<file path="src/hw/rtl/csl_pkg.sv">
package csl_pkg;

	typedef enum logic [2:0] {
		OP_TICK     = 3'd0,
		OP_FLASH_RX = 3'd1,
		OP_FLASH_TX = 3'd2,
		OP_IDENTIFY = 3'd3,
		OP_SET_TX   = 3'd4,
		OP_SLEEP    = 3'd5
	} op_t;

	typedef enum logic [1:0] {
		REG_FLASH_ON  = 2'd0,
		REG_FLASH_OFF = 2'd1,
		REG_IDENTIFY  = 2'd2
	} reg_idx_t;

	localparam int unsigned CFG_W  = 16;
	localparam int unsigned TIME_W = 32;
	localparam int unsigned OUT_W  = 2;

	localparam logic [CFG_W-1:0] FLASH_ON_RST  = 16'd15;
	localparam logic [CFG_W-1:0] FLASH_OFF_RST = 16'd40;
	localparam logic [CFG_W-1:0] IDENTIFY_RST  = 16'd80;

	localparam logic [1:0] PHASE_TX_ON = 2'd1;
	localparam logic [1:0] PHASE_RX_ON = 2'd3;

	typedef struct packed {
		logic [CFG_W-1:0] flash_on_ms;
		logic [CFG_W-1:0] flash_off_ms;
		logic [CFG_W-1:0] identify_ms;
	} cfg_t;

	typedef struct packed {
		logic [2:0]        op;
		logic [TIME_W-1:0] now_ms;
		logic              identify_on;
		logic              tx_level;
		logic              bus_off;
		logic              app_error;
		logic              bus_open;
	} req_t;

endpackage

</file>
<file path="src/hw/rtl/can_status_led_controller.sv">
// CAN status LED controller: keeps one Rx and one Tx LED level per channel and answers every
// request transfer with one transfer carrying the levels of channels 0 and 1. A request is
// registered on input, then one pass of per-channel compare-and-update logic writes the channel
// state and the result register together, so one request is taken per clock while the output is
// not stalled, and its result is presented from that register. At reset all LEDs are on with
// flash on/off/identify times of 15/40/80 ms; configuration writes take effect at once.
module can_status_led_controller #(
	parameter int CHANNELS = 2
) (
	input  logic       clk,
	input  logic       arst_n,
	input  logic       cfg_we,
	input  logic [1:0] cfg_idx,
	input  logic [15:0] cfg_data,
	input  logic       in_valid,
	output logic       in_stall,
	input  logic [2:0] req_type,
	input  logic       channel,
	input  logic [31:0] now_ms,
	input  logic       identify_on,
	input  logic       tx_level,
	input  logic       bus_off,
	input  logic       app_error,
	input  logic       bus_open,
	output logic       out_valid,
	input  logic       out_stall,
	output logic [1:0] rx_leds,
	output logic [1:0] tx_leds
);
	import csl_pkg::*;

	cfg_t              cfg_q;
	logic              valid_s1;
	req_t              req_s1;
	logic              ch_s1;
	logic              advance, go;
	logic [CHANNELS-1:0] sel;
	logic [CHANNELS-1:0] rx_lvl_d, tx_lvl_d;
	logic [OUT_W-1:0]  rx_view, tx_view;
	logic              out_valid_q;
	logic [OUT_W-1:0]  rx_leds_q, tx_leds_q;

	always_ff @(posedge clk or negedge arst_n) begin
		if (!arst_n) begin
			cfg_q.flash_on_ms  <= FLASH_ON_RST;
			cfg_q.flash_off_ms <= FLASH_OFF_RST;
			cfg_q.identify_ms  <= IDENTIFY_RST;
		end else if (cfg_we) begin
			case (cfg_idx)
				REG_FLASH_ON:  cfg_q.flash_on_ms  <= cfg_data;
				REG_FLASH_OFF: cfg_q.flash_off_ms <= cfg_data;
				REG_IDENTIFY:  cfg_q.identify_ms  <= cfg_data;
				default: begin
				end
			endcase
		end
	end

	assign advance  = !out_valid_q || !out_stall;
	assign in_stall = valid_s1 && !advance;
	assign go       = valid_s1 && advance;

	always_ff @(posedge clk or negedge arst_n) begin
		if (!arst_n)
			valid_s1 <= 1'b0;
		else if (!in_stall)
			valid_s1 <= in_valid;
	end

	always_ff @(posedge clk) begin
		if (in_valid && !in_stall) begin
			req_s1.op          <= req_type;
			req_s1.now_ms      <= now_ms;
			req_s1.identify_on <= identify_on;
			req_s1.tx_level    <= tx_level;
			req_s1.bus_off     <= bus_off;
			req_s1.app_error   <= app_error;
			req_s1.bus_open    <= bus_open;
			ch_s1              <= channel;
		end
	end

	for (genvar k = 0; k < CHANNELS; k++) begin : g_lane
		assign sel[k] = go && (32'(ch_s1) == k);
		csl_lane u_lane (
			.clk      (clk),
			.arst_n   (arst_n),
			.go       (go),
			.sel      (sel[k]),
			.req      (req_s1),
			.cfg      (cfg_q),
			.rx_lvl_d (rx_lvl_d[k]),
			.tx_lvl_d (tx_lvl_d[k])
		);
	end

	for (genvar k = 0; k < OUT_W; k++) begin : g_view
		if (k < CHANNELS) begin : g_on
			assign rx_view[k] = rx_lvl_d[k];
			assign tx_view[k] = tx_lvl_d[k];
		end else begin : g_off
			assign rx_view[k] = 1'b0;
			assign tx_view[k] = 1'b0;
		end
	end

	always_ff @(posedge clk or negedge arst_n) begin
		if (!arst_n)
			out_valid_q <= 1'b0;
		else if (advance)
			out_valid_q <= valid_s1;
	end

	always_ff @(posedge clk) begin
		if (go) begin
			rx_leds_q <= rx_view;
			tx_leds_q <= tx_view;
		end
	end

	assign out_valid = out_valid_q;
	assign rx_leds   = rx_leds_q;
	assign tx_leds   = tx_leds_q;

endmodule

</file>
<file path="src/hw/rtl/csl_lane.sv">
module csl_lane (
	input  logic          clk,
	input  logic          arst_n,
	input  logic          go,
	input  logic          sel,
	input  csl_pkg::req_t req,
	input  csl_pkg::cfg_t cfg,
	output logic          rx_lvl_d,
	output logic          tx_lvl_d
);
	import csl_pkg::*;

	logic              ident_q, ident_d;
	logic [TIME_W-1:0] blink_q, blink_d;
	logic [1:0]        phase_q, phase_d;
	logic [TIME_W-1:0] rx_on_q, rx_on_d, rx_off_q, rx_off_d;
	logic [TIME_W-1:0] tx_on_q, tx_on_d, tx_off_q, tx_off_d;
	logic              rx_fl_q, rx_fl_d, tx_fl_q, tx_fl_d;
	logic              err_q, err_d;
	logic              rx_lvl_q, tx_lvl_q;

	logic [TIME_W-1:0] blink_lag, rx_run, tx_run, rx_rest, tx_rest;
	logic [TIME_W-1:0] on_ext, off_ext, id_ext;
	logic [1:0]        phase_inc;

	assign blink_lag = req.now_ms - blink_q;
	assign rx_run    = req.now_ms - rx_on_q;
	assign tx_run    = req.now_ms - tx_on_q;
	assign rx_rest   = req.now_ms - rx_off_q;
	assign tx_rest   = req.now_ms - tx_off_q;
	assign on_ext    = {{(TIME_W-CFG_W){1'b0}}, cfg.flash_on_ms};
	assign off_ext   = {{(TIME_W-CFG_W){1'b0}}, cfg.flash_off_ms};
	assign id_ext    = {{(TIME_W-CFG_W){1'b0}}, cfg.identify_ms};
	assign phase_inc = phase_q + 2'd1;

	always_comb begin
		ident_d  = ident_q;
		blink_d  = blink_q;
		phase_d  = phase_q;
		rx_on_d  = rx_on_q;
		rx_off_d = rx_off_q;
		tx_on_d  = tx_on_q;
		tx_off_d = tx_off_q;
		rx_fl_d  = rx_fl_q;
		tx_fl_d  = tx_fl_q;
		err_d    = err_q;
		rx_lvl_d = rx_lvl_q;
		tx_lvl_d = tx_lvl_q;
		if (go && req.op == OP_SLEEP) begin
			rx_lvl_d = 1'b0;
			tx_lvl_d = 1'b0;
		end else if (sel) begin
			case (req.op)
				OP_TICK: begin
					if (ident_q) begin
						// wrap-safe "now has reached next blink"
						if (!blink_lag[TIME_W-1]) begin
							phase_d  = phase_inc;
							tx_lvl_d = (phase_inc == PHASE_TX_ON);
							rx_lvl_d = (phase_inc == PHASE_RX_ON);
							blink_d  = blink_q + id_ext;
						end
					end else if (req.bus_off || req.app_error) begin
						rx_lvl_d = 1'b1;
						tx_lvl_d = 1'b1;
						err_d    = 1'b1;
					end else begin
						if (err_q) begin
							rx_lvl_d = 1'b0;
							tx_lvl_d = 1'b0;
							err_d    = 1'b0;
						end
						if (rx_fl_q && rx_run > on_ext) begin
							rx_lvl_d = 1'b0;
							rx_fl_d  = 1'b0;
							rx_off_d = req.now_ms;
						end
						if (tx_fl_q && tx_run > on_ext) begin
							tx_lvl_d = 1'b0;
							tx_fl_d  = 1'b0;
							tx_off_d = req.now_ms;
						end
						if (!req.bus_open)
							tx_lvl_d = 1'b1;
					end
				end
				OP_FLASH_RX: begin
					if (!ident_q && !rx_fl_q && rx_rest > off_ext) begin
						rx_lvl_d = 1'b1;
						rx_fl_d  = 1'b1;
						rx_on_d  = req.now_ms;
					end
				end
				OP_FLASH_TX: begin
					if (!ident_q && !tx_fl_q && tx_rest > off_ext) begin
						tx_lvl_d = 1'b1;
						tx_fl_d  = 1'b1;
						tx_on_d  = req.now_ms;
					end
				end
				OP_IDENTIFY: begin
					if (ident_q != req.identify_on) begin
						ident_d  = req.identify_on;
						blink_d  = req.now_ms + id_ext;
						rx_lvl_d = req.identify_on;
						tx_lvl_d = req.identify_on;
					end
				end
				OP_SET_TX: begin
					if (!ident_q)
						tx_lvl_d = req.tx_level;
				end
				default: begin
				end
			endcase
		end
	end

	always_ff @(posedge clk or negedge arst_n) begin
		if (!arst_n) begin
			ident_q  <= 1'b0;
			blink_q  <= '0;
			phase_q  <= '0;
			rx_on_q  <= '0;
			rx_off_q <= '0;
			tx_on_q  <= '0;
			tx_off_q <= '0;
			rx_fl_q  <= 1'b0;
			tx_fl_q  <= 1'b0;
			err_q    <= 1'b0;
			rx_lvl_q <= 1'b1;
			tx_lvl_q <= 1'b1;
		end else if (go) begin
			ident_q  <= ident_d;
			blink_q  <= blink_d;
			phase_q  <= phase_d;
			rx_on_q  <= rx_on_d;
			rx_off_q <= rx_off_d;
			tx_on_q  <= tx_on_d;
			tx_off_q <= tx_off_d;
			rx_fl_q  <= rx_fl_d;
			tx_fl_q  <= tx_fl_d;
			err_q    <= err_d;
			rx_lvl_q <= rx_lvl_d;
			tx_lvl_q <= tx_lvl_d;
		end
	end

endmodule

</file>
<file path="config.mk">
export PLATFORM = sky130hd
export DESIGN_NAME = can_status_led_controller
export DESIGN_NICKNAME = d
export VERILOG_FILES = /design/src/hw/rtl/csl_pkg.sv /design/src/hw/rtl/can_status_led_controller.sv /design/src/hw/rtl/csl_lane.sv
export SDC_FILE = /design/constraint.sdc
export NUM_CORES = 2
export LEC_CHECK = 0
export BUFFER_PORTS_ARGS = -buffer_cell sky130_fd_sc_hd__buf_2
export CAP_MARGIN = 30
export CORE_ASPECT_RATIO = 1.1
export CORE_MARGIN = 10
export CORE_UTILIZATION = 61
export CTS_CLUSTER_SIZE = 12
export DETAILED_ROUTE_END_ITERATION = 7
export PLACE_DENSITY = 0.78
export SLEW_MARGIN = 20
export SYNTH_ARGS = -nofsm -noshare
export SYNTH_HDL_FRONTEND = slang
export SYNTH_SLANG_ARGS = --single-unit
</file>
<file path="constraint.sdc">
create_clock -name clk -period 11.21 [get_ports clk]
set_input_delay 0.5605 -clock clk [delete_from_list [all_inputs] [get_ports clk]]
set_output_delay 0.5605 -clock clk [all_outputs]
set_load 0.02 [all_outputs]
</file>
==> metrics.md <==
| Metric | Value |
|---|---|
| Global-route wire length before repair | `192000 µm` |
| Crit-path cells | `inv_1 -> ha_1 -> inv_1 -> fa_1 -> a211oi_1 -> o21ai_0 -> a21oi_1 -> nand2b_1 -> nand2b_1 -> a21oi_1 -> xnor2_1 -> ha_1 -> a21oi_1 -> o211ai_1 -> a2111oi_0 -> o31ai_1 -> and3_1 -> a2111oi_0 -> nand2b_1 -> nor4_1 -> nand4_1 -> o2111ai_4 -> buf_4 -> mux2_2` |
| Gr ovfl total | `0` |
| Resize count post-CTS | `0` |
| Startpoint Class | `flop` |
| Clock latency at the later pin of the worst-skew pair | `640 ps` |
| Number of CTS-inserted buffers | `52` |
| Crit Path Category | `flop to flop` |
| Initial Util | `61.3%` |
| Share of layout cells above drive strength 1 | `9.96%` |
| Worst slew margin | `26.3%` |
| Async SR Flop Fraction | `89.6%` |
| Final WL | `125000 µm` |
| Worst Max-Slew Pin Slew | `1100 ps` |
| Clock Skews | `32.8 ps` |
| Int Pwr | `4.46 mW` |
| Area grow syn2layout | `7.58%` |
| DP Cell Count | `5434` |
| FILL cells | `5528` |
| Crit path DAT | `7190 ps` |
| Crit-path leading delay family | `compound AO/OA/AOI/OAI gates` |
| DRT iter0 DRCs | `2824` |
| Grt met3 use | `4.47%` |
| HP Class | `primary input to asynchronous set/reset pin` |
| Hold_buf cts | `0` |
| Power density cells | `180 nW/µm²` |
| Final max-slew violation count | `0` |
| H-tree Lvls | `2` |
| GRT met1 Usage | `38.5%` |
| Design Area, Final | `42700 µm²` |
| Vias per inst | `6.45` |
| Clock slew at reported path FFs | `60 ps` |
| Number of synthesized flops with an enable pin | `45` |
| Worst slack, placed | `4610 ps` |
| IO Port Bufs | `69` |
| First drt pass iteration count | `8` |
| Placer's final routability congestion estimate | `0.994` |
| CTS Sinks | `431` |
| Status | `complete, but fails checks` |
| R2R Path End | `g_lane[0].u_lane.tx_on_q[0]$_DFFE_PN0P_` |
| Crit-path max FO | `33` |
| Yosys top cell by area | `dfrtp_1` |
| Max incr delay on CP | `630 ps` |
| CTS tree | `built` |
| Syn_nets | `5169` |
| Post-DR wirelength/cell | `22.6 µm` |
| Peak supply drop | `0.143 mV` |
| DRT antenna net count | `0` |
| Buf/Inv on CP | `3` |
| Final hold vios | `22` |
| I/O Pins | `70` |
| Clock Tree Root | `clkbuf_16` |
| Nets | `5202` |
| Clk buf depth | `3` |
| Largest net degree at the start of global routing | `161` |
| Total die area | `75700 µm²` |
| Setup ws final | `4520 ps` |
| Top-area cell type share of the netlist area | `23.6%` |
| Max Freq | `0.149 GHz` |
| GRT met2 Usage | `54.0%` |
| Power after layout | `7.67 mW` |
| Placed cell areas | `40900 µm²` |
| Post-route insts no fill | `5527` |
| Sequential share of power | `26.6%` |
| Seq cells post-synth | `431` |
| Leak | `19.4 nW` |
| Logic pwr share | `50.3%` |
| Setup Fix Bufs, Post-CTS | `0` |
| Net switching power | `3.21 mW` |
| Failing checks | `design-rule violations, negative hold slack` |
| Core ar. | `64700 µm²` |
| Diode count | `0` |
| Max-Cap Viols | `0` |
| R2r worst-path depth | `24` |
| Residual DRC | `1` |
| Synth warnings | `0` |
| R2R Path Start | `req_s1[5]$_DFFE_PP_` |
| Crit end category | `flop` |
| Final hold slack | `-15.1 ps` |
| Fin crit period | `6690 ps` |
| CP startpoint | `req_s1[5]$_DFFE_PP_` |
| Switching share of total power | `41.9%` |
| RSZ-0062 raised after global routing | `no` |
| Antenna violations before repair | `3` |
| Setup TNS | `0 ps` |
| Post-synth cell types | `109` |
| DP Wirelength | `91600 µm` |
| Worst-path cell with the longest stage delay | `edfxtp_1` |
| Top cells by area, synth | `dfrtp_1 (24%), ha_1 (15%), a21oi_1 (5.5%)` |
| Finish-stage setup viols | `0` |
| CP required | `11710 ps` |
| Post-synth top flop | `dfrtp_1` |
| Most used routing layer in global routing | `met2` |
| Clk pwr share | `23.1%` |
| Number of core rows | `98` |
| Share of the clock period used by the worst path | `59.7%` |
| Total Routing Usage GR | `31.8%` |
| Synthesized instance count | `4606` |
| Avg Cell Area, Syn | `8.62 µm²` |
| Sequential cell area fraction in the yosys report | `27.8%` |
| Final Core Density | `66.0%` |
| Via count | `35600` |
| Synthesized area | `39700 µm²` |
| FF-to-FF setup slack | `4520 ps` |
| Die W | `263 µm` |
| Die Y | `288 µm` |
| Vias in the first global route | `34300` |
-- Yosys cell counts (15+ instances only) --
| cell | n |
|---|---|
| xnor2_1 | 140 |
| buf_2 | 24 |
| nand2b_1 | 54 |
| nand2_1 | 351 |
| or2_2 | 17 |
| nand4_1 | 88 |
| nor4_1 | 28 |
| clkbuf_1 | 103 |
| o21bai_1 | 33 |
| and3_1 | 44 |
| and2_1 | 20 |
| a2111oi_0 | 23 |
| o31ai_1 | 24 |
| o22ai_1 | 24 |
| nor2b_1 | 39 |
| mux2_4 | 69 |
| xor2_1 | 81 |
| a21oi_1 | 440 |
| o21ai_1 | 21 |
| o21a_1 | 68 |
| ha_1 | 488 |
| o21ai_0 | 298 |
| a211o_1 | 19 |
| edfxtp_1 | 45 |
| dfrtp_1 | 374 |
| or3_1 | 27 |
| o211ai_1 | 36 |
| a21boi_0 | 15 |
| a21o_1 | 144 |
| nor3_1 | 83 |
| mux2_2 | 117 |
| a211oi_1 | 62 |
| inv_1 | 441 |
| a31oi_1 | 36 |
| nand3_1 | 96 |
| nor2_1 | 270 |
| mux2_1 | 43 |
| mux2i_1 | 57 |
-- how the worst max path moves through the flow --
stage	endpoint	slack, ps	cells past startpoint
after global routing	g_lane[0].u_lane.tx_on_q[0]$_DFFE_PN0P_	4120	24
after global placement	g_lane[0].u_lane.tx_on_q[5]$_DFFE_PN0P_	4820	24
after floorplan	g_lane[0].u_lane.tx_on_q[27]$_DFFE_PN0P_	5740	25
final	g_lane[0].u_lane.tx_on_q[0]$_DFFE_PN0P_	4520	24
after detailed placement	g_lane[0].u_lane.tx_on_q[5]$_DFFE_PN0P_	4610	24
after CTS	g_lane[0].u_lane.tx_on_q[0]$_DFFE_PN0P_	4590	24
-- final cells by class --
type                            instances  area (µm²)  share of cell area (%)
Multi-Input combinational cell       3584       26400                    61.8
Sequential cell                       431       11000                    25.8
Inverter                              443        1660                    3.89
Clock buffer                           75        1530                    3.58
Tap cell                              850        1060                    2.49
Timing Repair Buffer                  127         823                    1.93
Clock inverter                         17         228                   0.533
-- cell usage in the layout, fill, tap and decap left out, drive strengths merged, types with 44 or more instances in the layout --
master / instances
o21ai: 319
xnor2: 140
and3: 44
nand2: 353
buf: 127
a211oi: 65
xor2: 81
mux2: 229
edfxtp: 45
clkbuf: 75
ha: 488
nor2: 271
a21oi: 442
o21a: 68
dfrtp: 374
nand2b: 54
nor3: 85
nand4: 88
inv: 444
mux2i: 57
nand3: 98
a21o: 144
-- worst register-to-register path: stages, from the launching register on --
cell	delay, ps
edfxtp_1	630
inv_1	450
ha_1	250
inv_1	50
fa_1	410
a211oi_1	310
o21ai_0	250
a21oi_1	310
nand2b_1	170
nand2b_1	60
a21oi_1	170
xnor2_1	140
ha_1	270
a21oi_1	160
o211ai_1	130
a2111oi_0	370
o31ai_1	140
and3_1	210
a2111oi_0	490
nand2b_1	100
nor4_1	190
nand4_1	180
o2111ai_4	220
buf_4	440
mux2_2	420
-- registers in the layout, summed over array words and instances (netlist names) --
| signal | count |
|---|---|
| g_lane.u_lane.blink_q | 64 |
| g_lane.u_lane.rx_off_q | 64 |
| g_lane.u_lane.rx_on_q | 64 |
| g_lane.u_lane.tx_off_q | 64 |
| g_lane.u_lane.tx_on_q | 64 |
| cfg_q | 48 |
| req_s1 | 40 |
| g_lane.u_lane.phase_q | 4 |
| g_lane.u_lane.err_q | 2 |
| g_lane.u_lane.ident_q | 2 |
| g_lane.u_lane.rx_fl_q | 2 |
| g_lane.u_lane.rx_lvl_q | 2 |
| g_lane.u_lane.tx_fl_q | 2 |
| g_lane.u_lane.tx_lvl_q | 2 |
| rx_leds | 2 |
| tx_leds | 2 |
| ch_s1 | 1 |
| out_valid | 1 |
| valid_s1 | 1 |
-- metal layers --
metal / part of all wire (%) / routed length [µm]
met5: 0.017 / 21
met4: 5.9 / 7410
met3: 7.3 / 9060
met2: 47 / 58300
met1: 40 / 50100
-- cells by family (layout without fill, tap and decap cells) --
group	after synthesis	after routing	share of synthesized area, %
xor gates and xnor gates	221	221	4.87
muxes	286	286	8.58
DFF	431	431	27.8
adders and majority gates	499	499	15.9
and+or+nand+nor	1178	1178	14.4
buffers and inverters	591	662	5.93
AOI/OAI and AO/OA	1400	1400	22.5
-- power groups by stage --
stage	sequential, mW	clock (mW)	combinational (mW)
detailed placement	2.06	0	3.76
global route	2.07	1.85	4.28
finish	2.04	1.77	3.86
floorplan	2.01	0	2.84
global placement	2.05	0	3.68
CTS	2.04	1.79	3.79
Note: power is estimated with default switching activity, not from simulation.
